<file path="src/hdl/spsr_pkg.sv">
package spsr_pkg;

  typedef struct packed {
    logic [2:0]  cmd;
    logic [15:0] pulse;
    logic [7:0]  angle;
    logic [15:0] move_ms;
    logic [23:0] speed_q8;
    logic [15:0] elapsed_ms;
  } in_word_t;

  typedef struct packed {
    logic [12:0] compare_us;
    logic [15:0] current;
    logic [15:0] target;
    logic        moving;
    logic [23:0] speed_now;
  } out_word_t;

  localparam logic [2:0] CMD_SET_PULSE    = 3'd0;
  localparam logic [2:0] CMD_SET_ANGLE    = 3'd1;
  localparam logic [2:0] CMD_SMOOTH_PULSE = 3'd2;
  localparam logic [2:0] CMD_SMOOTH_ANGLE = 3'd3;
  localparam logic [2:0] CMD_SET_SPEED    = 3'd4;
  localparam logic [2:0] CMD_STOP         = 3'd5;
  localparam logic [2:0] CMD_TICK         = 3'd6;

  localparam logic CFG_MIN_PULSE = 1'b0;
  localparam logic CFG_MAX_PULSE = 1'b1;

  localparam logic [15:0] MIN_PULSE_RST = 16'd5000;
  localparam logic [15:0] MAX_PULSE_RST = 16'd25000;
  localparam logic [15:0] PULSE_RST     = 16'd15000;
  localparam logic [15:0] ANGLE_BASE    = 16'd5000;
  localparam logic [7:0]  ANGLE_MAX     = 8'd180;
  localparam logic [23:0] SPEED_SAT     = 24'hFFFFFF;
  // floor(x / 10) == (x * 52429) >> 19 for every 16-bit x
  localparam logic [15:0] DIV10_RECIP   = 16'd52429;

  typedef struct packed {
    logic load;
    logic prep;
    logic div_init;
    logic div_step;
    logic apply;
    logic out_load;
  } ctl_cmd_t;

  typedef struct packed {
    logic smooth_div;
    logic div_done;
    logic out_free;
  } dp_stat_t;

  // 5000 + floor(a * 1000 / 9) = 5000 + 111 * a + floor(a / 9), a saturated at 180;
  // floor(a / 9) == (a * 57) >> 9 over that range
  function automatic logic [15:0] angle_to_pulse(input logic [7:0] a);
    logic [7:0]  a_sat;
    logic [14:0] p111;
    logic [13:0] p57;
    a_sat = (a > ANGLE_MAX) ? ANGLE_MAX : a;
    p111  = 15'(a_sat) * 15'd111;
    p57   = 14'(a_sat) * 14'd57;
    return ANGLE_BASE + 16'(p111) + 16'(p57[13:9]);
  endfunction

endpackage

</file>
<file path="src/hdl/spsr_ctrl.sv">
module spsr_ctrl
  import spsr_pkg::*;
(
  input  logic     clk,
  input  logic     rst_n,
  input  logic     in_valid,
  output logic     in_stall,
  input  dp_stat_t stat,
  output ctl_cmd_t ctl
);

  typedef enum logic [5:0] {
    ST_IDLE  = 6'b000001,
    ST_PREP  = 6'b000010,
    ST_DIST  = 6'b000100,
    ST_DIV   = 6'b001000,
    ST_APPLY = 6'b010000,
    ST_OUT   = 6'b100000
  } state_t;

  state_t state_r, state_nxt;

  assign in_stall = (state_r != ST_IDLE);

  always_comb begin
    state_nxt = state_r;
    ctl       = '0;
    case (state_r)
      ST_IDLE: begin
        if (in_valid) begin
          ctl.load  = 1'b1;
          state_nxt = ST_PREP;
        end
      end
      ST_PREP: begin
        ctl.prep  = 1'b1;
        state_nxt = stat.smooth_div ? ST_DIST : ST_APPLY;
      end
      ST_DIST: begin
        ctl.div_init = 1'b1;
        state_nxt    = ST_DIV;
      end
      ST_DIV: begin
        if (stat.div_done) begin
          state_nxt = ST_APPLY;
        end else begin
          ctl.div_step = 1'b1;
        end
      end
      ST_APPLY: begin
        ctl.apply = 1'b1;
        state_nxt = ST_OUT;
      end
      ST_OUT: begin
        // hold until the output register can take the word
        if (stat.out_free) begin
          ctl.out_load = 1'b1;
          state_nxt    = ST_IDLE;
        end
      end
      default: state_nxt = ST_IDLE;
    endcase
  end

  always_ff @(posedge clk) begin
    if (!rst_n) begin
      state_r <= ST_IDLE;
    end else begin
      state_r <= state_nxt;
    end
  end

endmodule

</file>
<file path="src/hdl/spsr_dpath.sv">
module spsr_dpath
  import spsr_pkg::*;
#(
  parameter int SPEED_FRAC_BITS = 8
) (
  input  logic      clk,
  input  logic      rst_n,
  input  logic      cfg_we,
  input  logic      cfg_index,
  input  logic [15:0] cfg_wdata,
  input  in_word_t  in_data,
  input  ctl_cmd_t  ctl,
  output dp_stat_t  stat,
  output logic      out_valid,
  input  logic      out_stall,
  output out_word_t out_data
);

  localparam int DVD_W = 16 + SPEED_FRAC_BITS;
  localparam int CNT_W = $clog2(DVD_W + 1);
  localparam logic [23:0] SPEED_RST = 24'(32'd10 << SPEED_FRAC_BITS);

  logic [15:0] min_r, max_r;
  in_word_t    item_r;
  logic [15:0] p_r;
  logic [39:0] prod_r;
  logic [15:0] cur_r, tgt_r;
  logic [23:0] spd_r;
  logic        act_r;
  logic [DVD_W-1:0] dvd_r;
  logic [15:0] rem_r;
  logic [CNT_W-1:0] cnt_r;
  logic        out_valid_r;
  out_word_t   out_data_r;

  logic [15:0] cur_nxt, tgt_nxt;
  logic [23:0] spd_nxt;
  logic        act_nxt;

  logic [15:0] raw_pulse, clamped;
  logic [15:0] dist_p, dist_t;
  logic [16:0] shifted, diff;
  logic [31:0] q_ext;
  logic [23:0] need;
  logic [39:0] move;
  logic [31:0] prod10;
  logic        is_smooth;

  assign is_smooth = (item_r.cmd == CMD_SMOOTH_PULSE) || (item_r.cmd == CMD_SMOOTH_ANGLE);
  assign raw_pulse = ((item_r.cmd == CMD_SET_PULSE) || (item_r.cmd == CMD_SMOOTH_PULSE)) ?
                     item_r.pulse : angle_to_pulse(item_r.angle);
  // when the limits cross, a pulse below the low limit gets the low limit and any other the high one
  assign clamped = (raw_pulse < min_r) ? min_r :
                   (raw_pulse > max_r) ? max_r : raw_pulse;

  assign dist_p  = (p_r >= cur_r) ? (p_r - cur_r) : (cur_r - p_r);
  assign dist_t  = (tgt_r > cur_r) ? (tgt_r - cur_r) : (cur_r - tgt_r);
  assign shifted = {rem_r, dvd_r[DVD_W-1]};
  assign diff    = shifted - {1'b0, item_r.move_ms};
  assign q_ext   = 32'(dvd_r);
  assign need    = (|q_ext[31:24]) ? SPEED_SAT : q_ext[23:0];
  assign move    = prod_r >> SPEED_FRAC_BITS;
  assign prod10  = 32'(cur_r) * 32'(DIV10_RECIP);

  assign stat.smooth_div = is_smooth && (item_r.move_ms != 16'd0);
  assign stat.div_done   = (cnt_r == CNT_W'(DVD_W));
  assign stat.out_free   = !out_valid_r || !out_stall;

  always_comb begin
    cur_nxt = cur_r;
    tgt_nxt = tgt_r;
    spd_nxt = spd_r;
    act_nxt = act_r;
    case (item_r.cmd)
      CMD_SET_PULSE, CMD_SET_ANGLE: begin
        cur_nxt = p_r;
        tgt_nxt = p_r;
        act_nxt = 1'b0;
      end
      CMD_SMOOTH_PULSE, CMD_SMOOTH_ANGLE: begin
        tgt_nxt = p_r;
        act_nxt = 1'b1;
        if (stat.smooth_div && (need > spd_r)) begin
          spd_nxt = need;
        end
      end
      CMD_SET_SPEED: begin
        if (item_r.speed_q8 != 24'd0) begin
          spd_nxt = item_r.speed_q8;
        end
      end
      CMD_STOP: act_nxt = 1'b0;
      CMD_TICK: begin
        if (act_r && (item_r.elapsed_ms != 16'd0)) begin
          if (tgt_r == cur_r) begin
            act_nxt = 1'b0;
          end else if (40'(dist_t) <= move) begin
            cur_nxt = tgt_r;
            act_nxt = 1'b0;
          end else if (tgt_r > cur_r) begin
            cur_nxt = cur_r + move[15:0];
          end else begin
            cur_nxt = cur_r - move[15:0];
          end
        end
      end
      default: ;
    endcase
  end

  always_ff @(posedge clk) begin
    if (!rst_n) begin
      min_r       <= MIN_PULSE_RST;
      max_r       <= MAX_PULSE_RST;
      cur_r       <= PULSE_RST;
      tgt_r       <= PULSE_RST;
      spd_r       <= SPEED_RST;
      act_r       <= 1'b0;
      cnt_r       <= '0;
      out_valid_r <= 1'b0;
    end else begin
      if (cfg_we) begin
        case (cfg_index)
          CFG_MIN_PULSE: min_r <= cfg_wdata;
          CFG_MAX_PULSE: max_r <= cfg_wdata;
          default: ;
        endcase
      end
      if (ctl.apply) begin
        cur_r <= cur_nxt;
        tgt_r <= tgt_nxt;
        spd_r <= spd_nxt;
        act_r <= act_nxt;
      end
      if (ctl.div_init) begin
        cnt_r <= '0;
      end else if (ctl.div_step) begin
        cnt_r <= cnt_r + CNT_W'(1);
      end
      if (ctl.out_load) begin
        out_valid_r <= 1'b1;
      end else if (!out_stall) begin
        out_valid_r <= 1'b0;
      end
    end
  end

  always_ff @(posedge clk) begin
    if (ctl.load) begin
      item_r <= in_data;
    end
    if (ctl.prep) begin
      p_r    <= clamped;
      prod_r <= 40'(spd_r) * 40'(item_r.elapsed_ms);
    end
    if (ctl.div_init) begin
      dvd_r <= {dist_p, {SPEED_FRAC_BITS{1'b0}}};
      rem_r <= '0;
    end else if (ctl.div_step) begin
      // restoring step: keep the difference when the divisor fits
      if (!diff[16]) begin
        rem_r <= diff[15:0];
        dvd_r <= {dvd_r[DVD_W-2:0], 1'b1};
      end else begin
        rem_r <= shifted[15:0];
        dvd_r <= {dvd_r[DVD_W-2:0], 1'b0};
      end
    end
    if (ctl.out_load) begin
      out_data_r.compare_us <= prod10[31:19];
      out_data_r.current    <= cur_r;
      out_data_r.target     <= tgt_r;
      out_data_r.moving     <= act_r;
      out_data_r.speed_now  <= spd_r;
    end
  end

  assign out_valid = out_valid_r;
  assign out_data  = out_data_r;

endmodule

</file>
<file path="src/hdl/servo_pulse_slew_ramp_top.sv">
// Servo pulse ramp generator: takes one command word at a time and returns one status word
// (compare value, current and target pulse in 0.1 us, moving flag, ramp speed) per command.
// Each command passes the prep, apply and out states; smooth moves with a nonzero duration
// also pass dist and div, where the bit-serial restoring divider computes the move speed.
// A finished word waits in the output register without blocking the next accept; the block
// only holds when that register is still full at the end of the following command. Limits
// are written through cfg_* by the user only while idle; the block does not enforce it.
module servo_pulse_slew_ramp_top
  import spsr_pkg::*;
#(
  parameter int SPEED_FRAC_BITS = 8
) (
  input  logic        clk,
  input  logic        rst_n,
  input  logic        cfg_we,
  input  logic        cfg_index,
  input  logic [15:0] cfg_wdata,
  input  logic        in_valid,
  output logic        in_stall,
  input  in_word_t    in_data,
  output logic        out_valid,
  input  logic        out_stall,
  output out_word_t   out_data
);

  ctl_cmd_t ctl;
  dp_stat_t stat;

  spsr_ctrl u_ctrl (
    .clk      (clk),
    .rst_n    (rst_n),
    .in_valid (in_valid),
    .in_stall (in_stall),
    .stat     (stat),
    .ctl      (ctl)
  );

  spsr_dpath #(
    .SPEED_FRAC_BITS (SPEED_FRAC_BITS)
  ) u_dpath (
    .clk       (clk),
    .rst_n     (rst_n),
    .cfg_we    (cfg_we),
    .cfg_index (cfg_index),
    .cfg_wdata (cfg_wdata),
    .in_data   (in_data),
    .ctl       (ctl),
    .stat      (stat),
    .out_valid (out_valid),
    .out_stall (out_stall),
    .out_data  (out_data)
  );

endmodule

</file>
<file path="config.mk">
export PLATFORM = sky130hd
export DESIGN_NAME = servo_pulse_slew_ramp_top
export DESIGN_NICKNAME = d
export VERILOG_FILES = /design/src/hdl/spsr_pkg.sv /design/src/hdl/spsr_ctrl.sv /design/src/hdl/spsr_dpath.sv /design/src/hdl/servo_pulse_slew_ramp_top.sv
export SDC_FILE = /design/constraint.sdc
export NUM_CORES = 2
export LEC_CHECK = 0
export BUFFER_PORTS_ARGS = -buffer_cell sky130_fd_sc_hd__buf_2
export CAP_MARGIN = 20
export CORE_AREA = 3 3 329 331
export CTS_CLUSTER_DIAMETER = 120
export DETAILED_ROUTE_END_ITERATION = 12
export DIE_AREA = 0 0 332 334
export GPL_ROUTABILITY_DRIVEN = 0
export PLACE_DENSITY_LB_ADDON = 0.1
export REMOVE_ABC_BUFFERS = 1
export SLEW_MARGIN = 20
export SYNTH_ARGS = -nofsm -noshare
export SYNTH_HDL_FRONTEND = slang
export SYNTH_SLANG_ARGS = --single-unit
</file>
<file path="constraint.sdc">
create_clock -name clk -period 23.3 [get_ports clk]
set_input_delay 0 -clock clk [delete_from_list [all_inputs] [get_ports clk]]
set_output_delay 0 -clock clk [all_outputs]
set_load 0.005 [all_outputs]
</file>
==> metrics.csv <==
stage,metric,value,unit
sta,worst_pin_slew,1.18,ns
floorplan,ios,177,
critical_path,r2r_cells,44,
route,drtIter0Drc,1355,
synth,synth_top_area_share,22.9,%
sta,fin_worst_skew,0.0306,ns
grt,antenna_found_initial,7,
critical_path,crit_path_end_kind,flop,
cts,postCtsSetupBuffers,0,
critical_path,r2r-start,u_dpath.item_r[56],
hold_path,whs_endpoint,u_dpath.item_r[50],
grt,grtUsageTotal,19.4,%
place,place_ws,12.02,ns
floorplan,num_rows,119,
floorplan,design.core.area,105000,µm²
sta,max_slew_margin,21.2,%
floorplan,die_x,332,µm
cts,clockBufferDepth,3,
synth,synth_top_area_cell,fa_1,
floorplan,die_y,334,µm
sta,rsz0062_at_grt,no,
power,seq_power_share,28.1,%
final_layout,fillCellCount,10600,
hold_path,min_delay_path_depth,2,
final_layout,drive_above_1_share,8.53,%
final_layout,nNetsFinal,5053,
synth,synth_edf_count,217,
critical_path,slowest_stage,fa_1,
synth,netlist_instances,3822,
power,power.internal,1.60,mW
power,ir_drop,0.0602,mV
sta,hold_viol_final,0,
route,drc_errors,0,
synth,seq_area_frac_synth,24.5,%
grt,grt_pass1_vias,28200,
hold_path,hp-class,input port to flop,
hold_path,hp-start,in_data[50],
floorplan,initial_utilization,35.0,%
power,p_sw,0.892,mW
cts,post_cts_resized,0,
critical_path,r2r_end,u_dpath.p_r[0],
route,vias_per_cell,4.88,
synth,yosys_most_used_dff,edfxtp_1,
sta,max_freq,88.8,MHz
route,wire_per_inst,19.4,µm
cts,clkLatencyLatePin,0.64,ns
outcome,status,"finished, final reports clean",
sta,fin_crit,11.26,ns
critical_path,crit_arrival,11.74,ns
power,power,2.49,mW
cts,cts_tree,done,
final_layout,stdcell_count,5487,
final_layout,fin_area,42100,µm²
critical_path,crit_fanout,16,
cts,cts.clk_slew.worst_paths,0.06,ns
final_layout,final_util,40.0,%
critical_path,reg2reg_slack,12.04,ns
synth,ys_warn_count,0,
sta,setup_viol,0,
grt,grt_pass1_wl,168,mm
power,p_leak,19.4,nW
cts,cts_num_sinks,342,
cts,cts_root_buf,clkbuf_16,
synth,synth.distinct_cells,84,
cts,htreeDepth,2,
cts,cts_hold_buf,110,
final_layout,area_growth,14.4,%
synth,synth_area_leaders,"fa_1, edfxtp_1, ha_1, dfxtp_1, inv_1",
synth,async_flop_share,0,%
critical_path,worst_path_largest_cell_delay,0.59,ns
critical_path,cp_num_buf_inv,6,
sta,finalMaxSlewViolations,0,
place,dpl-instance-area,39300,µm²
critical_path,critical_path_class,flop to flop,
grt,grt_overflow,0,
power,swShare,35.8,%
sta,layout_setup_ws,12.04,ns
critical_path,crit_family,compound AO/OA/AOI/OAI gates,
route,drt_pass1_iterations,5,
grt,grt_start_max_net_pins,66,
route,dr_total_vias,26800,
route,wirelength,107,mm
power,power_density,59.1,nW/µm²
critical_path,required,23.78,ns
place,port-buffer-count,176,
sta,fin_hold_ws,0.0783,ns
floorplan,dieArea,111000,µm²
synth,syn-cell-area,36900,µm²
place,placedCellCount,5287,
cts,cts_buffers,46,
sta,tns,0,ns
route,drtAntennaViolNets,0,
power,p_comb_share,40.4,%
sta,fin_crit_sh,48.3,%
synth,ys_ff_latch,342,
power,p_clk_share,31.5,%
job,max_cap_violations,0,
critical_path,worst_setup_path_start_kind,flop,
place,hpwl,83.3,mm
synth,synth.avg_cell_area,9.64,µm²
sequential cells by signal, indices dropped and copies added (netlist names):
signal,flops
u_dpath.act_r,1
u_dpath.spd_r,24
u_dpath.item_r,83
u_dpath.min_r,16
u_ctrl.state_r,6
u_dpath.out_valid,1
u_dpath.rem_r,16
u_dpath.tgt_r,16
u_dpath.max_r,16
u_dpath.prod_r,32
u_dpath.cur_r,16
u_dpath.dvd_r,24
u_dpath.p_r,16
u_dpath.cnt_r,5
u_dpath.out_data,70
kinds of logic after synthesis:
| kind of cell | share of synthesized area [%] |
|---|---|
| muxes | 2.11 |
| and+or+nand+nor | 12.2 |
| xor gates and xnor gates | 3.19 |
| AOI/OAI and AO/OA | 10.7 |
| DFF | 24.5 |
| other | 0.0102 |
| buffers and inverters | 8.37 |
| adders and majority gates | 38.9 |
worst register-to-register path, delay by kind of cell, from the launching register on:
family / cells / cell delay (ns)
AOI/OAI and AO/OA: 19 / 4.61
adders and majority gates: 10 / 3.92
and+or+nand+nor: 6 / 1.02
buffers and inverters: 6 / 0.52
DFF: 1 / 0.42
muxes: 1 / 0.41
xor gates and xnor gates: 2 / 0.23
power by group through the flow:
stage | clock, mW | combinational [mW] | sequential [mW]
after floorplan | 0 | 0.754 | 0.708
after global placement | 0 | 0.977 | 0.716
after detailed placement | 0 | 1.00 | 0.715
after CTS | 0.812 | 1.02 | 0.702
after global routing | 0.833 | 1.17 | 0.702
final | 0.784 | 1.00 | 0.701
Yosys cell counts (42+ instances only):
library cell and n:
fa_1 422, clkbuf_1 141, xor2_1 42, inv_1 650
and2_1 121, a21o_1 70, nor2_1 127, edfxtp_1 217
xnor2_1 89, dfxtp_1 125, a21oi_1 156, ha_1 471
mux2i_1 73, o21ai_0 109, nand2_1 498
worst max path at each step:
stage / cells past startpoint / slack, ns / from / endpoint
after floorplan: 44 / 13.16 / u_dpath.item_r[56] / u_dpath.p_r[0]
after global placement: 44 / 11.94 / u_dpath.item_r[56] / u_dpath.p_r[0]
after detailed placement: 44 / 12.02 / u_dpath.item_r[56] / u_dpath.p_r[0]
after CTS: 44 / 11.98 / u_dpath.item_r[56] / u_dpath.p_r[0]
after global routing: 44 / 11.09 / u_dpath.item_r[56] / u_dpath.p_r[0]
final: 44 / 12.04 / u_dpath.item_r[56] / u_dpath.p_r[0]
routing by layer:
| metal | vias up | track usage [%] | share of wire, % |
|---|---|---|---|
| met2 | 451 | 31.7 | 45 |
| met4 | 4 | 4.45 | 2.5 |
| li1 | 13000 | - | - |
| met3 | 107 | 2.69 | 3.8 |
| met5 | - | 0 | 0.025 |
| met1 | 13200 | 27.4 | 48 |
area by class of cell:
| class | instances | area, µm² | area share [%] |
|---|---|---|---|
| Antenna cell | 3 | 7.51 | 0.0178 |
| Clock buffer | 60 | 1330 | 3.15 |
| Clock inverter | 26 | 355 | 0.843 |
| Inverter | 650 | 2440 | 5.80 |
| Multi-Input combinational cell | 2672 | 24800 | 58.9 |
| Sequential cell | 342 | 9020 | 21.4 |
| Tap cell | 1391 | 1740 | 4.13 |
| Timing Repair Buffer | 343 | 2450 | 5.81 |
placed cells by master (no fill, tap or decap), types with 21 or more instances in the layout:
master	n
nand4_1	33
and2_1	121
o211ai_1	28
nand3_1	37
nor2_1	127
nor3_1	27
nor2b_1	31
a211oi_1	21
a21oi_1	154
nor4_1	24
buf_4	55
a21boi_0	40
buf_2	175
dfxtp_1	125
clkbuf_16	49
xor2_1	42
o21ai_0	109
inv_1	649
xnor2_1	89
dlygate4sd3_1	110
ha_1	471
o211a_1	24
o21a_1	31
edfxtp_1	217
mux2i_1	73
fa_1	422
a21o_1	70
nand2_1	498
Note: power is estimated with default switching activity, not from simulation.
